==> src/hw/rtl/stereo_width_ramped_core_defines.svh <==
// stereo_width_ramped_core_defines.svh
// Assertion macros for the stereo width core; included by the top level only.
// Expands to nothing when SYNTHESIS is defined.
`ifndef STEREO_WIDTH_RAMPED_CORE_DEFINES_SVH
`define STEREO_WIDTH_RAMPED_CORE_DEFINES_SVH
`ifndef SYNTHESIS
// Same-cycle implication, disabled during reset.
`define SWR_ASSERT_IMPL(lbl, clk, rst_n, ante, cons) \
  lbl: assert property (@(posedge clk) disable iff (!rst_n) (ante) |-> (cons)) \
    else $error("swr: same-cycle check failed");
// Next-cycle implication, disabled during reset.
`define SWR_ASSERT_NEXT(lbl, clk, rst_n, ante, cons) \
  lbl: assert property (@(posedge clk) disable iff (!rst_n) (ante) |=> (cons)) \
    else $error("swr: next-cycle check failed");
`else
`define SWR_ASSERT_IMPL(lbl, clk, rst_n, ante, cons)
`define SWR_ASSERT_NEXT(lbl, clk, rst_n, ante, cons)
`endif
`endif

==> src/hw/rtl/swr_mul.sv <==
// swr_mul.sv
// Shared 32x32 signed multiplier with a registered product.
// No package dependencies.
module swr_mul (
  input  logic               clk_i,
  input  logic signed [31:0] a_i,
  input  logic signed [31:0] b_i,
  output logic signed [63:0] p_o
);

  logic signed [63:0] p_q;
  logic signed [63:0] p_d;

  assign p_d = 64'(a_i) * 64'(b_i);

  always_ff @(posedge clk_i) begin
    p_q <= p_d;
  end

  assign p_o = p_q;

endmodule

==> config.mk <==
export PLATFORM = sky130hd
export DESIGN_NAME = swr_mul
export DESIGN_NICKNAME = d
export VERILOG_FILES = /design/src/hw/rtl/stereo_width_ramped_core_defines.svh /design/src/hw/rtl/swr_mul.sv
export SDC_FILE = /design/constraint.sdc
export NUM_CORES = 2
export LEC_CHECK = 0
export BUFFER_PORTS_ARGS = -buffer_cell sky130_fd_sc_hd__buf_2
export CORE_UTILIZATION = 54
export CTS_CLUSTER_SIZE = 8
export DETAILED_ROUTE_END_ITERATION = 16
export PLACE_DENSITY = 0.73
export REMOVE_ABC_BUFFERS = 1
export SLEW_MARGIN = 10
export SYNTH_ARGS = -nofsm -noshare
export SYNTH_HDL_FRONTEND = slang
export SYNTH_SLANG_ARGS = --single-unit
==> constraint.sdc <==
create_clock -name clk_i -period 15.3 [get_ports clk_i]
set_input_delay 2.295 -clock clk_i [delete_from_list [all_inputs] [get_ports clk_i]]
set_output_delay 2.295 -clock clk_i [all_outputs]
set_load 0.01 [all_outputs]
Yosys cells after proc, flatten, opt, wreduce, memory -nomap -nowiden

Cells that the tools add are included.

Multipliers: 1
Shifts and indexed selects: 0
Reduce and logical (&&, ||, !) cells: 0
$add $sub $neg: 0
Div/mod/pow operators: 0
Equality and inequality tests: 0
Multiplexer cells: 0
Bitwise gates (word level): 0
Order comparisons: 0

Operator list:

| operator                                       | number |
|---|---|
| 32-bit by 32-bit multiplier with 64-bit output | 1 |

Latch bits: 0
Bits in registers: 64
Bits in read-only memories: 0
Bits in writable memories: 0
Memories: 0
Output and inout bits: 64
Logic and storage cells: 2
Bits of input ports: 65

Longest topological paths before layout

Word-level depth: 1
Gate-level depth with buffers: 28
Depth with buffers taken out: 26

Least setup slack after synthesis

OpenSTA, ideal clock, no wires.

Kind: input -> register
Start: in b_i[2]
End: reg p_q[63], in the netlist p_o[63]
Data required time: 15.179 ns
Stages: 25
Setup slack: 5.662 ns
Buffers on the path: 2
Setup time: 0.121 ns
Arrival time: 9.518 ns
Path through: clkbuf_1 -> nand2_1 -> inv_1 -> fa_1 -> fa_1 -> fa_1 -> fa_1 -> inv_1 -> fa_1 -> inv_1 -> fa_1 -> inv_1 -> fa_1 -> inv_1 -> fa_1 -> ha_1 -> clkbuf_1 -> nand4_1 -> or3_1 -> o21ai_0 -> a211oi_2 -> o32ai_1 -> nor2_1 -> a31o_2 -> xnor2_1

Cells in the longest elaborated chain, start to end: 1

RTL lines:

| item                                           | line          | RTL |
|---|---|---|
| from (decl)                                    | swr_mul.sv:7  | `input logic signed [31:0] b_i,` |
| 32-bit by 32-bit multiplier with 64-bit output | swr_mul.sv:14 | `assign p_d = 64'(a_i) * 64'(b_i);` |
| named net p_d[63]                              | swr_mul.sv:12 | `logic signed [63:0] p_d;` |
| to (signal assigned)                           | swr_mul.sv:17 | `p_q <= p_d;` |
| to (decl)                                      | swr_mul.sv:11 | `logic signed [63:0] p_q;` |

The timed path passes the listed nets, and every way through them passes these cells.

Final worst setup path

Start: in a_i[31]
End: reg p_q[63], in the netlist p_o[63]

Cells in the longest elaborated chain, start to end: 1

RTL lines:

| item                                           | line          | RTL |
|---|---|---|
| from (decl)                                    | swr_mul.sv:6  | `input logic signed [31:0] a_i,` |
| 32-bit by 32-bit multiplier with 64-bit output | swr_mul.sv:14 |  |
| named net p_d[63]                              | swr_mul.sv:12 |  |

The timed path passes the listed nets, and every way through them passes these cells.

==> key figures <==
Setup path
  – Critical path's most frequent cell: fa_1
  – Library cell contributing the largest single delay on the critical path: fa_1
  – CP Class: primary input to flop
  – Worst stage delay on the critical path: 0.83 ns
  – CP required: 15.55 ns
  – Crit start category: primary input
  – Crit path arrival time: 10.53 ns
  – Endpoint class of the critical path: flop
  – Maximum fanout along the worst path: 32

Hold path
  – Worst hold path depth: 3
  – Class of the most critical hold timing path: primary input to flop

STA
  – Pin slew with the least headroom to its limit: 1.02 ns
  – Max-slew violation count: 0
  – Worst slew slack as a fraction of its limit: 31.7%
  – Setup repair after global routing missed its margin: no
  – Final Hold Violating Endpoints: 0
  – Clock period minus final worst setup slack: 10.28 ns
  – Setup total negative slack: 0 ns
  – Min Hold Slack: 2.49 ns
  – Fmax: 0.0973 GHz
  – Setup-violating endpoint count in the final report: 0
  – Final period utilization: 67.2%

GRT
  – GR Util All Layers: 29.5%
  – Remaining global-route overflow: 0
  – First-pass GRT wire length: 160000 um
  – Pin count of the biggest net entering global routing: 33
  – Via count of the first global-routing pass: 29300
  – Antenna violations before repair: 9

Job
  – Count of maximum capacitance violations: 0

Finish
  – Number of nets at the end of the flow: 5223
  – Final std cells w/o fill: 4828
  – Area grow syn2layout: 3.78%
  – Antenna Cells: 0
  – Cell area after layout: 0.0391 mm2
  – Max FFs per register: 64
  – Fillers: 6043
  – Fraction of layout cells with a size suffix above 1: 5.13%

Clock tree
  – Buffer levels on the longest clock path: 2
  – Inserted Clock Buffers: 9
  – Count of hold buffers inserted by post-cts repair: 0
  – Post-cts repair resize count: 0
  – Clk pin slew, worst setup/hold paths: 0.07 ns
  – H-tree depth reported by CTS: 3
  – Master cell of the clock root buffer: clkbuf_16
  – CTS tree: built
  – Post-CTS Repair Setup Buffers: 0
  – Sink Count: 64

Drt
  – Drt via density: 5.45
  – Remaining antenna violation count after routing: 0
  – Drt initial violations: 1957
  – First-pass iteration count of the detailed router: 6
  – DRC: 0
  – Overall routed net length: 98200 um
  – Vias after detailed routing: 26300
  – Drt wl/cell: 20.3 um

Floorplan
  – Area of the core: 0.0688 mm2
  – Width of the die: 266 um
  – Die Y: 266 um
  – Die footprint: 0.0708 mm2
  – Initial core utilization: 54.7%
  – Number of primary I/O pins: 129
  – Number of placement rows: 96

Logic synthesis
  – Per-instance average area after synthesis: 9.53 um2
  – Number of warning messages in the yosys log: 0
  – Post-synth EDFFs: 0
  – Fraction of synthesized cell area taken by the top area cell type: 57.6%
  – Biggest area contributors in the synthesized netlist: fa_1, inv_1, and2_1
  – Sequential element share of the synthesized area: 3.40%
  – Share of async-settable or async-resettable flops after synthesis: 0%
  – Library cells used by synthesis: 70
  – Most frequently used flop master after synthesis: dfxtp_1
  – Synth Instances: 3949
  – Library cell with the largest summed area after synthesis: fa_1
  – Synthesized flop and latch total: 64
  – Area of the mapped netlist: 0.0376 mm2

Placement
  – Sum of net half-perimeters after detailed placement: 78600 um
  – Cell Count Post-Placement: 4812
  – Routability Congestion: 0.974
  – PortBufs: 128
  – Post-DP Area: 0.0388 mm2

Run status
  – Run status: finished, final reports clean
## cell usage after synthesis (all sizes together), types with 7 or more instances
master  count
o21ai      42
xnor2      52
nand4      11
buf        13
nor3        7
inv       949
a21oi      68
dfxtp      64
a211oi      7
nor2       61
nand2     526
fa       1082
and2      514
nand3      18
a21o       33
xor2       22
nor2b       8
and3       11
clkbuf    201
ha        184
nand2b     13
## kinds of logic after synthesis
group,synth area share [%]
xor gates and xnor gates,1.72
DFF,3.40
and+or+nand+nor,15.7
buffers and inverters,11.7
AOI/OAI and AO/OA,3.84
adders and majority gates,63.7
## critical path, delay by kind of cell
kind                     cells  cell delay, ns
AO/OA/AOI/OAI                4            0.72
adder cells (fa/ha/maj)      9            4.66
AND/OR/NAND/NOR              4            1.02
buffers and inverters        8            1.68
XOR/XNOR                     1            0.11
## path summary, 6_finish.rpt
kind	endpoint	slack, ns	startpoint
worst max-delay path	p_o[63]	5.02	a_i[31]
worst min-delay path	p_o[0]	2.49	b_i[0]
## metal layers
metal	share of wire (%)	GRT usage, %	up-vias
met5	0.031	0	-
met4	2.7	8.47	4
met1	40	39.6	13900
li1	-	-	11100
met3	8.9	5.41	181
met2	49	49.2	1128
## through the flow
step	util [%]	worst slack, ns
after floorplan	-	6.02
after global placement	56.3	4.78
after detailed placement	56.3	4.68
after CTS	56.8	5.01
after global routing	56.8	4.58
final	56.8	5.02
## cell usage in the layout (no fill, tap or decap), drive strengths merged, types with 3 or more instances in the layout
| cell | count |
|---|---|
| o21bai | 6 |
| and3 | 11 |
| nor2 | 61 |
| clkinv | 4 |
| o21a | 4 |
| a31o | 3 |
| a211o | 5 |
| ha | 184 |
| clkbuf | 9 |
| buf | 146 |
| and2 | 514 |
| o21ai | 42 |
| nand4 | 11 |
| xnor2 | 52 |
| fa | 1082 |
| nand2b | 13 |
| o211ai | 6 |
| dfxtp | 64 |
| inv | 950 |
| nand3 | 18 |
| a211oi | 7 |
| nor3 | 7 |
| or3 | 3 |
| a21oi | 68 |
| a21o | 33 |
| nor2b | 8 |
| xor2 | 22 |
| a31oi | 6 |
| nand2 | 526 |
## layout make-up
class,instances,area (um2),area share (%)
repair buffers,146,776,1.99
flip-flops and latches,64,1280,3.28
well taps,931,1160,2.98
clock buffers,9,225,0.577
clock inverters,7,81.3,0.208
inverters,949,3560,9.12
multi-input cells,2722,32000,81.8
Power is not shown: default switching activity piles up to over one toggle a cycle in this logic, so the estimate is an artifact.
