`src/hw/rtl/stereo_width_ramped_core_defines.svh`:
```
// stereo_width_ramped_core_defines.svh
// Assertion macros for the stereo width core; included by the top level only.
// Expands to nothing when SYNTHESIS is defined.
`ifndef STEREO_WIDTH_RAMPED_CORE_DEFINES_SVH
`define STEREO_WIDTH_RAMPED_CORE_DEFINES_SVH
`ifndef SYNTHESIS
// Same-cycle implication, disabled during reset.
`define SWR_ASSERT_IMPL(lbl, clk, rst_n, ante, cons) \
  lbl: assert property (@(posedge clk) disable iff (!rst_n) (ante) |-> (cons)) \
    else $error("swr: same-cycle check failed");
// Next-cycle implication, disabled during reset.
`define SWR_ASSERT_NEXT(lbl, clk, rst_n, ante, cons) \
  lbl: assert property (@(posedge clk) disable iff (!rst_n) (ante) |=> (cons)) \
    else $error("swr: next-cycle check failed");
`else
`define SWR_ASSERT_IMPL(lbl, clk, rst_n, ante, cons)
`define SWR_ASSERT_NEXT(lbl, clk, rst_n, ante, cons)
`endif
`endif

```
`src/hw/rtl/swr_pkg.sv`:
```
// swr_pkg.sv
// Shared constants, types and helper functions of the stereo width core.
// No dependencies; compile first.
package swr_pkg;

  localparam int unsigned SAMPLE_BITS = 24;
  localparam int unsigned MAX_BLOCK   = 4096;
  localparam int unsigned CNT_W       = 13;

  localparam logic [30:0] ONE_Q30       = 31'h4000_0000;
  localparam logic [16:0] DRY_WET_RESET = 17'd65536;
  localparam logic [15:0] WIDTH_RESET   = 16'd32768;
  localparam logic [CNT_W-1:0] MAX_COUNT = CNT_W'(MAX_BLOCK);

  // Register index (APB byte address bit 2)
  localparam logic REG_DRY_WET = 1'b0;
  localparam logic REG_WIDTH   = 1'b1;

  // Item kinds
  localparam logic CMD_PREPARE = 1'b0;
  localparam logic CMD_FRAME   = 1'b1;

  typedef enum logic [3:0] {
    ST_IDLE,
    ST_P_SETUP,
    ST_P_MUL,
    ST_P_ACC,
    ST_P_SHIFT,
    ST_P_DIVM,
    ST_P_DIVG,
    ST_F_MUL_SIDE,
    ST_F_WIDE,
    ST_F_MUL_L,
    ST_F_MUL_R,
    ST_F_OUT
  } swr_state_e;

  typedef struct packed {
    logic              start;
    logic signed [31:0] num;
    logic [CNT_W-1:0]  den;
  } swr_div_req_t;

  typedef struct packed {
    logic              done;
    logic signed [31:0] quo;
  } swr_div_rsp_t;

  // 2^(2^-(i+1)) in Q30, rounded
  function automatic logic [30:0] exp2_frac(input logic [3:0] idx);
    logic [30:0] v;
    case (idx)
      4'd0:    v = 31'd1518500250;
      4'd1:    v = 31'd1276901417;
      4'd2:    v = 31'd1170923762;
      4'd3:    v = 31'd1121280436;
      4'd4:    v = 31'd1097253708;
      4'd5:    v = 31'd1085434106;
      4'd6:    v = 31'd1079572136;
      4'd7:    v = 31'd1076653033;
      4'd8:    v = 31'd1075196443;
      4'd9:    v = 31'd1074468888;
      4'd10:   v = 31'd1074105294;
      4'd11:   v = 31'd1073923544;
      4'd12:   v = 31'd1073832680;
      4'd13:   v = 31'd1073787251;
      4'd14:   v = 31'd1073764537;
      4'd15:   v = 31'd1073753181;
      default: v = 31'd1073741824;
    endcase
    return v;
  endfunction

  // Saturate a rounded sample to SAMPLE_BITS signed bits
  function automatic logic [SAMPLE_BITS-1:0] sat_sample(input logic signed [46:0] v);
    logic signed [46:0] smax;
    logic signed [46:0] smin;
    logic [SAMPLE_BITS-1:0] res;
    smax = 47'sd1 <<< (SAMPLE_BITS - 1);
    smax = smax - 47'sd1;
    smin = -smax - 47'sd1;
    if (v > smax) begin
      res = smax[SAMPLE_BITS-1:0];
    end else if (v < smin) begin
      res = smin[SAMPLE_BITS-1:0];
    end else begin
      res = v[SAMPLE_BITS-1:0];
    end
    return res;
  endfunction

  // Hold a ramp value within 0..1.0 (Q30)
  function automatic logic [30:0] clamp_ramp(input logic signed [32:0] v);
    logic [30:0] res;
    if (v < 33'sd0) begin
      res = '0;
    end else if (v > $signed({2'b00, ONE_Q30})) begin
      res = ONE_Q30;
    end else begin
      res = v[30:0];
    end
    return res;
  endfunction

endpackage

```
`src/hw/rtl/swr_div.sv`:
```
// swr_div.sv
// Radix-2 restoring divider, signed dividend by unsigned count, truncating.
// Depends on swr_pkg (request/response structs); 32 steps per quotient.
module swr_div import swr_pkg::*; (
  input  logic         clk_i,
  input  logic         rst_ni,
  input  swr_div_req_t req_i,
  output swr_div_rsp_t rsp_o
);

  logic              busy_q, busy_d;
  logic              done_q, done_d;
  logic [4:0]        cnt_q, cnt_d;
  logic [31:0]       mag_q, mag_d;
  logic [CNT_W-2:0]  rem_q, rem_d;
  logic              neg_q, neg_d;
  logic [CNT_W-1:0]  den_q, den_d;
  logic [CNT_W-1:0]  trial;
  logic              qbit;

  assign trial = {rem_q, mag_q[31]};
  assign qbit  = (trial >= den_q);

  always_comb begin
    busy_d = busy_q;
    done_d = 1'b0;
    cnt_d  = cnt_q;
    mag_d  = mag_q;
    rem_d  = rem_q;
    neg_d  = neg_q;
    den_d  = den_q;
    if (req_i.start) begin
      busy_d = 1'b1;
      cnt_d  = 5'd31;
      neg_d  = req_i.num[31];
      mag_d  = req_i.num[31] ? 32'(-req_i.num) : 32'(req_i.num);
      rem_d  = '0;
      den_d  = req_i.den;
    end else if (busy_q) begin
      // shift in one dividend bit, subtract when it fits
      rem_d = qbit ? (CNT_W-1)'(trial - den_q) : trial[CNT_W-2:0];
      mag_d = {mag_q[30:0], qbit};
      cnt_d = cnt_q - 5'd1;
      if (cnt_q == 5'd0) begin
        busy_d = 1'b0;
        done_d = 1'b1;
      end
    end
  end

  always_ff @(posedge clk_i or negedge rst_ni) begin
    if (!rst_ni) begin
      busy_q <= 1'b0;
      done_q <= 1'b0;
      cnt_q  <= '0;
    end else begin
      busy_q <= busy_d;
      done_q <= done_d;
      cnt_q  <= cnt_d;
    end
  end

  always_ff @(posedge clk_i) begin
    mag_q <= mag_d;
    rem_q <= rem_d;
    neg_q <= neg_d;
    den_q <= den_d;
  end

  assign rsp_o.done = done_q;
  assign rsp_o.quo  = neg_q ? -$signed(mag_q) : $signed(mag_q);

endmodule
```
`config.mk`:
```
export PLATFORM = sky130hd
export DESIGN_NAME = swr_div
export DESIGN_NICKNAME = d
export VERILOG_FILES = /design/src/hw/rtl/stereo_width_ramped_core_defines.svh /design/src/hw/rtl/swr_pkg.sv /design/src/hw/rtl/swr_div.sv
export SDC_FILE = /design/constraint.sdc
export NUM_CORES = 1
export LEC_CHECK = 0
export BUFFER_PORTS_ARGS = -buffer_cell sky130_fd_sc_hd__buf_2
export CELL_PAD_IN_SITES_DETAIL_PLACEMENT = 1
export CELL_PAD_IN_SITES_GLOBAL_PLACEMENT = 1
export CORE_ASPECT_RATIO = 0.9
export CORE_UTILIZATION = 43
export DETAILED_ROUTE_END_ITERATION = 12
export HOLD_SLACK_MARGIN = 0.08
export PLACE_DENSITY_LB_ADDON = 0.1
export SYNTH_ARGS = -nofsm -noshare
export SYNTH_HDL_FRONTEND = slang
export SYNTH_SLANG_ARGS = --single-unit
```
`constraint.sdc`:
```
create_clock -name clk_i -period 3.3 [get_ports clk_i]
set_input_delay 0.495 -clock clk_i [delete_from_list [all_inputs] [get_ports clk_i]]
set_output_delay 0.495 -clock clk_i [all_outputs]
set_load 0.05 [all_outputs]
```
* Yosys cells after proc, flatten, opt, wreduce, memory -nomap -nowiden
Index checks and enable logic that the tools add are counted.
** Operators by class
- $mul :: 0
- Shift-type cells :: 0
- Div/mod/pow operators :: 0
- Order comparisons :: 1
- $add $sub $neg :: 4
- Mux-type cells :: 13
- Eq/ne operators :: 0
- Bitwise gates (word level) :: 0
- Reduce and logical (&&, ||, !) cells :: 2
** Operator list (count)
- 32-bit two-way mux :: 4
- 32-bit negator :: 2
- 13-bit >= comparator :: 1
- 12-bit two-way mux :: 1
- 12-bit subtractor :: 1
- 5-bit two-way mux :: 2
- 1-bit two-way mux :: 6
- 5-bit logical NOT :: 1
- 5-bit by 1-bit subtractor with 5-bit output, second input constant :: 1
- 2-bit nonzero test :: 1
** Storage, ports and cells
- Latch bits :: 0
- Input port bits :: 48
- Memories kept :: 0
- Output and inout port bits :: 33
- ROM bits :: 0
- Flip-flop bits (word level) :: 65
- Bits in writable memories :: 0

* Depth between registers and ports, before layout
- Depth in word-level cells :: 4
- Gate-level depth with buffers :: 10

* Least setup slack after synthesis
OpenSTA, ideal clock, no wires.
- Path kind :: reg-to-output
- From :: reg mag_q[13]
- To :: out rsp_o[24] (netlist bit)
- Path slack :: 0.069 ns
- Path buffers :: 0
- Cell stages (with the launch flop) :: 7
- Data required time :: 2.805 ns
- Arrival time :: 2.736 ns
- Cells stage by stage :: edfxtp_1 > or4_4 > or3_4 > or3_4 > or4_4 > o21ai_2 > xnor2_1
** RTL lines
- start, declared :: RTL line swr_div.sv:14 : logic [31:0] mag_q, mag_d;
- start signal, assigned :: RTL line swr_div.sv:64 : mag_q <= mag_d;
- end, declared :: RTL line swr_div.sv:8 : output swr_div_rsp_t rsp_o

==> results.sh <==
export IMPL_synthesis_area_um2=4540
export IMPL_drive_above_1_share=0.252
export IMPL_clock_sinks=65
export IMPL_ios=81
export IMPL_viasPerCell=5.66
export IMPL_cts_buffers=9
export IMPL_overflow=0
export IMPL_violations="setup timing"
export IMPL_cts_tree="built"
export IMPL_crit_buf_inv=1
export IMPL_ys_flop_type="edfxtp_1"
export IMPL_cts_root_buf="clkbuf_16"
export IMPL_final_max_slew_viol_count=0
export IMPL_core_area_um2=10200
export IMPL_synth_edf_count=46
export IMPL_fin_worst_skew_ns=0.00600
export IMPL_syn_nets=561
export IMPL_place_gp_congestion=0.796
export IMPL_wl_um=12600
export IMPL_period_minus_slack_ns=3.50
export IMPL_synth_cell_types=56
export IMPL_antenna_found_initial=0
export IMPL_syn2layout_area_growth_pct=24.7
export IMPL_crit_path_cell_trace="or4_4 > or3_4 > or3_4 > or4_4 > o21ai_2 > xnor2_1 > buf_4"
export IMPL_numPortBuffers=80
export IMPL_grt_pass1_vias=4082
export IMPL_crit_slowest_cell="or4_4"
export IMPL_grt_first_pass_wirelength_um=20300
export IMPL_fmax_mhz=285
export IMPL_hold_violations=0
export IMPL_p_total_mw=2.89
export IMPL_fin_nets=653
export IMPL_reg2reg_slack_ns=0.70
export IMPL_core_rowCount=35
export IMPL_finalSetupViolCount=8
export IMPL_cts_buffer_depth=2
export IMPL_crit_path_max_incr_delay_ns=0.55
export IMPL_drtIter0Drc=181
export IMPL_hold_class="input pin to flop"
export IMPL_start_util=0.443
export IMPL_finalWorstSetupSlack_ns=-0.203
export IMPL_synth_most_common_cell="edfxtp_1"
export IMPL_rsz0062_at_grt="yes"
export IMPL_vdd_drop_max_mv=0.268
export IMPL_placed_cell_area_um2=5140
export IMPL_cp_end_kind="output port"
export IMPL_tightest_slew_ns=0.615
export IMPL_synthTopCellsByArea="edfxtp_1 (30%), xnor2_1 (7.1%), xor2_1 (6.4%)"
export IMPL_maxCapViolCount=0
export IMPL_wl_per_cell_um=17.4
export IMPL_die_area_um2=11000
export IMPL_async_flop_share=0.108
export IMPL_yosys_area_top_type_share=0.304
export IMPL_synth_common_cells="edfxtp_1 (46), nor2_1 (45), nand2_1 (41), a21oi_1 (38), xnor2_1 (37)"
export IMPL_grt_usage=0.242
export IMPL_vias=4078
export IMPL_syn_inst=495
export IMPL_worst_setup_path_start_kind="flop"
export IMPL_cts_htree_levels=3
export IMPL_clk_insertion_delay_late_ns=0.33
export IMPL_p_leak_nw=2.32
export IMPL_worst_ep_arrival_time_ns=3.01
export IMPL_hold_ws_ns=0.334
export IMPL_synth_top_cell_by_area="edfxtp_1"
export IMPL_stdcell_count=721
export IMPL_path_delay_family="simple AND/OR/NAND/NOR gates"
export IMPL_worst_endpoint_required_ns=2.80
export IMPL_design_area_um2=5660
export IMPL_power_density_nw_per_um2=510
export IMPL_yosysSeqAreaShare=0.396
export IMPL_n_antenna_cell=0
export IMPL_crit_fanout=4
export IMPL_grt_max_degree=57
export IMPL_dpl_cell_count=697
export IMPL_clkSlewWorstSetupHoldPaths_ns=0.06
export IMPL_critical_path_class="flop to output port"
export IMPL_drtPass1Iterations=4
export IMPL_hpwl_um=9050
export IMPL_utilization=0.552
export IMPL_postSynthAreaPerCell_um2=9.17
export IMPL_slew_headroom=0.584
export IMPL_synth_seq_cells=65
export IMPL_status="finished with violations"
export IMPL_fin_crit_sh=1.06
export IMPL_die_h_um=99.5
export IMPL_yosysWarningCount=0
export IMPL_route_antenna_remaining_nets=0
export IMPL_drc=0
export IMPL_die_x_um=110
## path summary, 6_finish.rpt
check | cells after the start | startpoint | endpoint
max | 7 | mag_q[14] | rsp_o[26]
min | 1 | req_i[6] | den_q[6]
max reg2reg | 8 | den_q[1] | rem_q[4]
min reg2reg | 2 | rem_q[8] | rem_q[8]
max in group asynchronous | 2 | rst_ni | cnt_q[0]
min in group asynchronous | 2 | rst_ni | busy_q
## placed cells by master, fill, tap and decap left out, types with 5 or more instances in the layout
cell type  count
o31ai_4        5
or4_1          6
nand4_1        6
a31oi_1        5
nor4_1         6
dfrtp_1        7
a21oi_1       38
o41ai_1        6
buf_2         69
o21ai_0       23
clkbuf_16     11
nor2_1        45
xnor2_1       36
xor2_1        33
buf_4         36
nor2b_1        5
inv_1         26
a311oi_1       8
or3_1         11
ha_1          17
dfxtp_1       12
nand3_1       10
o31ai_1       15
nand2_1       40
edfxtp_1      46
nor3_1         7
## report_power, final
| group | switching [mW] | internal, mW | total (mW) |
|---|---|---|---|
| combinational | 0.534 | 0.262 | 0.796 |
| clock | 0.362 | 0.693 | 1.05 |
| sequential | 0.0784 | 0.958 | 1.04 |
| total | 0.975 | 1.91 | 2.89 |
## per-layer routing
metal	global-route usage	vias up	part of all wire
met3	0.0564	16	0.040
li1	-	2001	-
met4	0.0688	0	0.014
met2	0.394	89	0.48
met1	0.320	1972	0.46
met5	0	-	0
## what timing repair did
| action | 4_1_cts | 5_1_grt |
|---|---|---|
| resized for setup | 17 | 10 |
| pin swaps | 4 | 6 |
| hold endpoints to repair | 7 | 0 |
| setup buffers | 4 | 3 |
| hold buffers | 1 | 0 |
| setup endpoints to repair | 10 | 11 |
## cells by family (layout without fill, tap and decap cells)
logic type	count (synthesis)	count (layout)	share of synthesized area
AOI/OAI and AO/OA	129	129	0.187
xor gates and xnor gates	70	70	0.135
adders and majority gates	18	18	0.0513
buffers and inverters	52	149	0.0446
DFF	65	65	0.396
muxes	4	4	0.00937
and+or+nand+nor	157	157	0.177
## state kept, by name, summed over array words and instances (netlist names)
| register | cells |
|---|---|
| busy_q | 1 |
| cnt_q | 5 |
| den_q | 13 |
| done_q | 1 |
| mag_q | 32 |
| neg_q | 1 |
| rem_q | 12 |
## through the flow
stage | worst slack (ns) | TNS (ns)
after global routing | -0.298 | -1.87
after global placement | 0.141 | 0
final | -0.203 | -1.01
after CTS | -0.250 | -1.35
after floorplan | 0.0688 | 0
after detailed placement | 0.0234 | 0
## area by class of cell
| type | instances | area (um^2) |
|---|---|---|
| fill | 1235 | 4590 |
| multi-input combinational | 378 | 2630 |
| sequential | 65 | 1800 |
| timing repair buffer | 107 | 637 |
| clock buffer | 12 | 289 |
| tap | 129 | 161 |
| inverter | 26 | 97.6 |
| clock inverter | 4 | 45.0 |
Note: power is estimated with default switching activity, not from simulation.
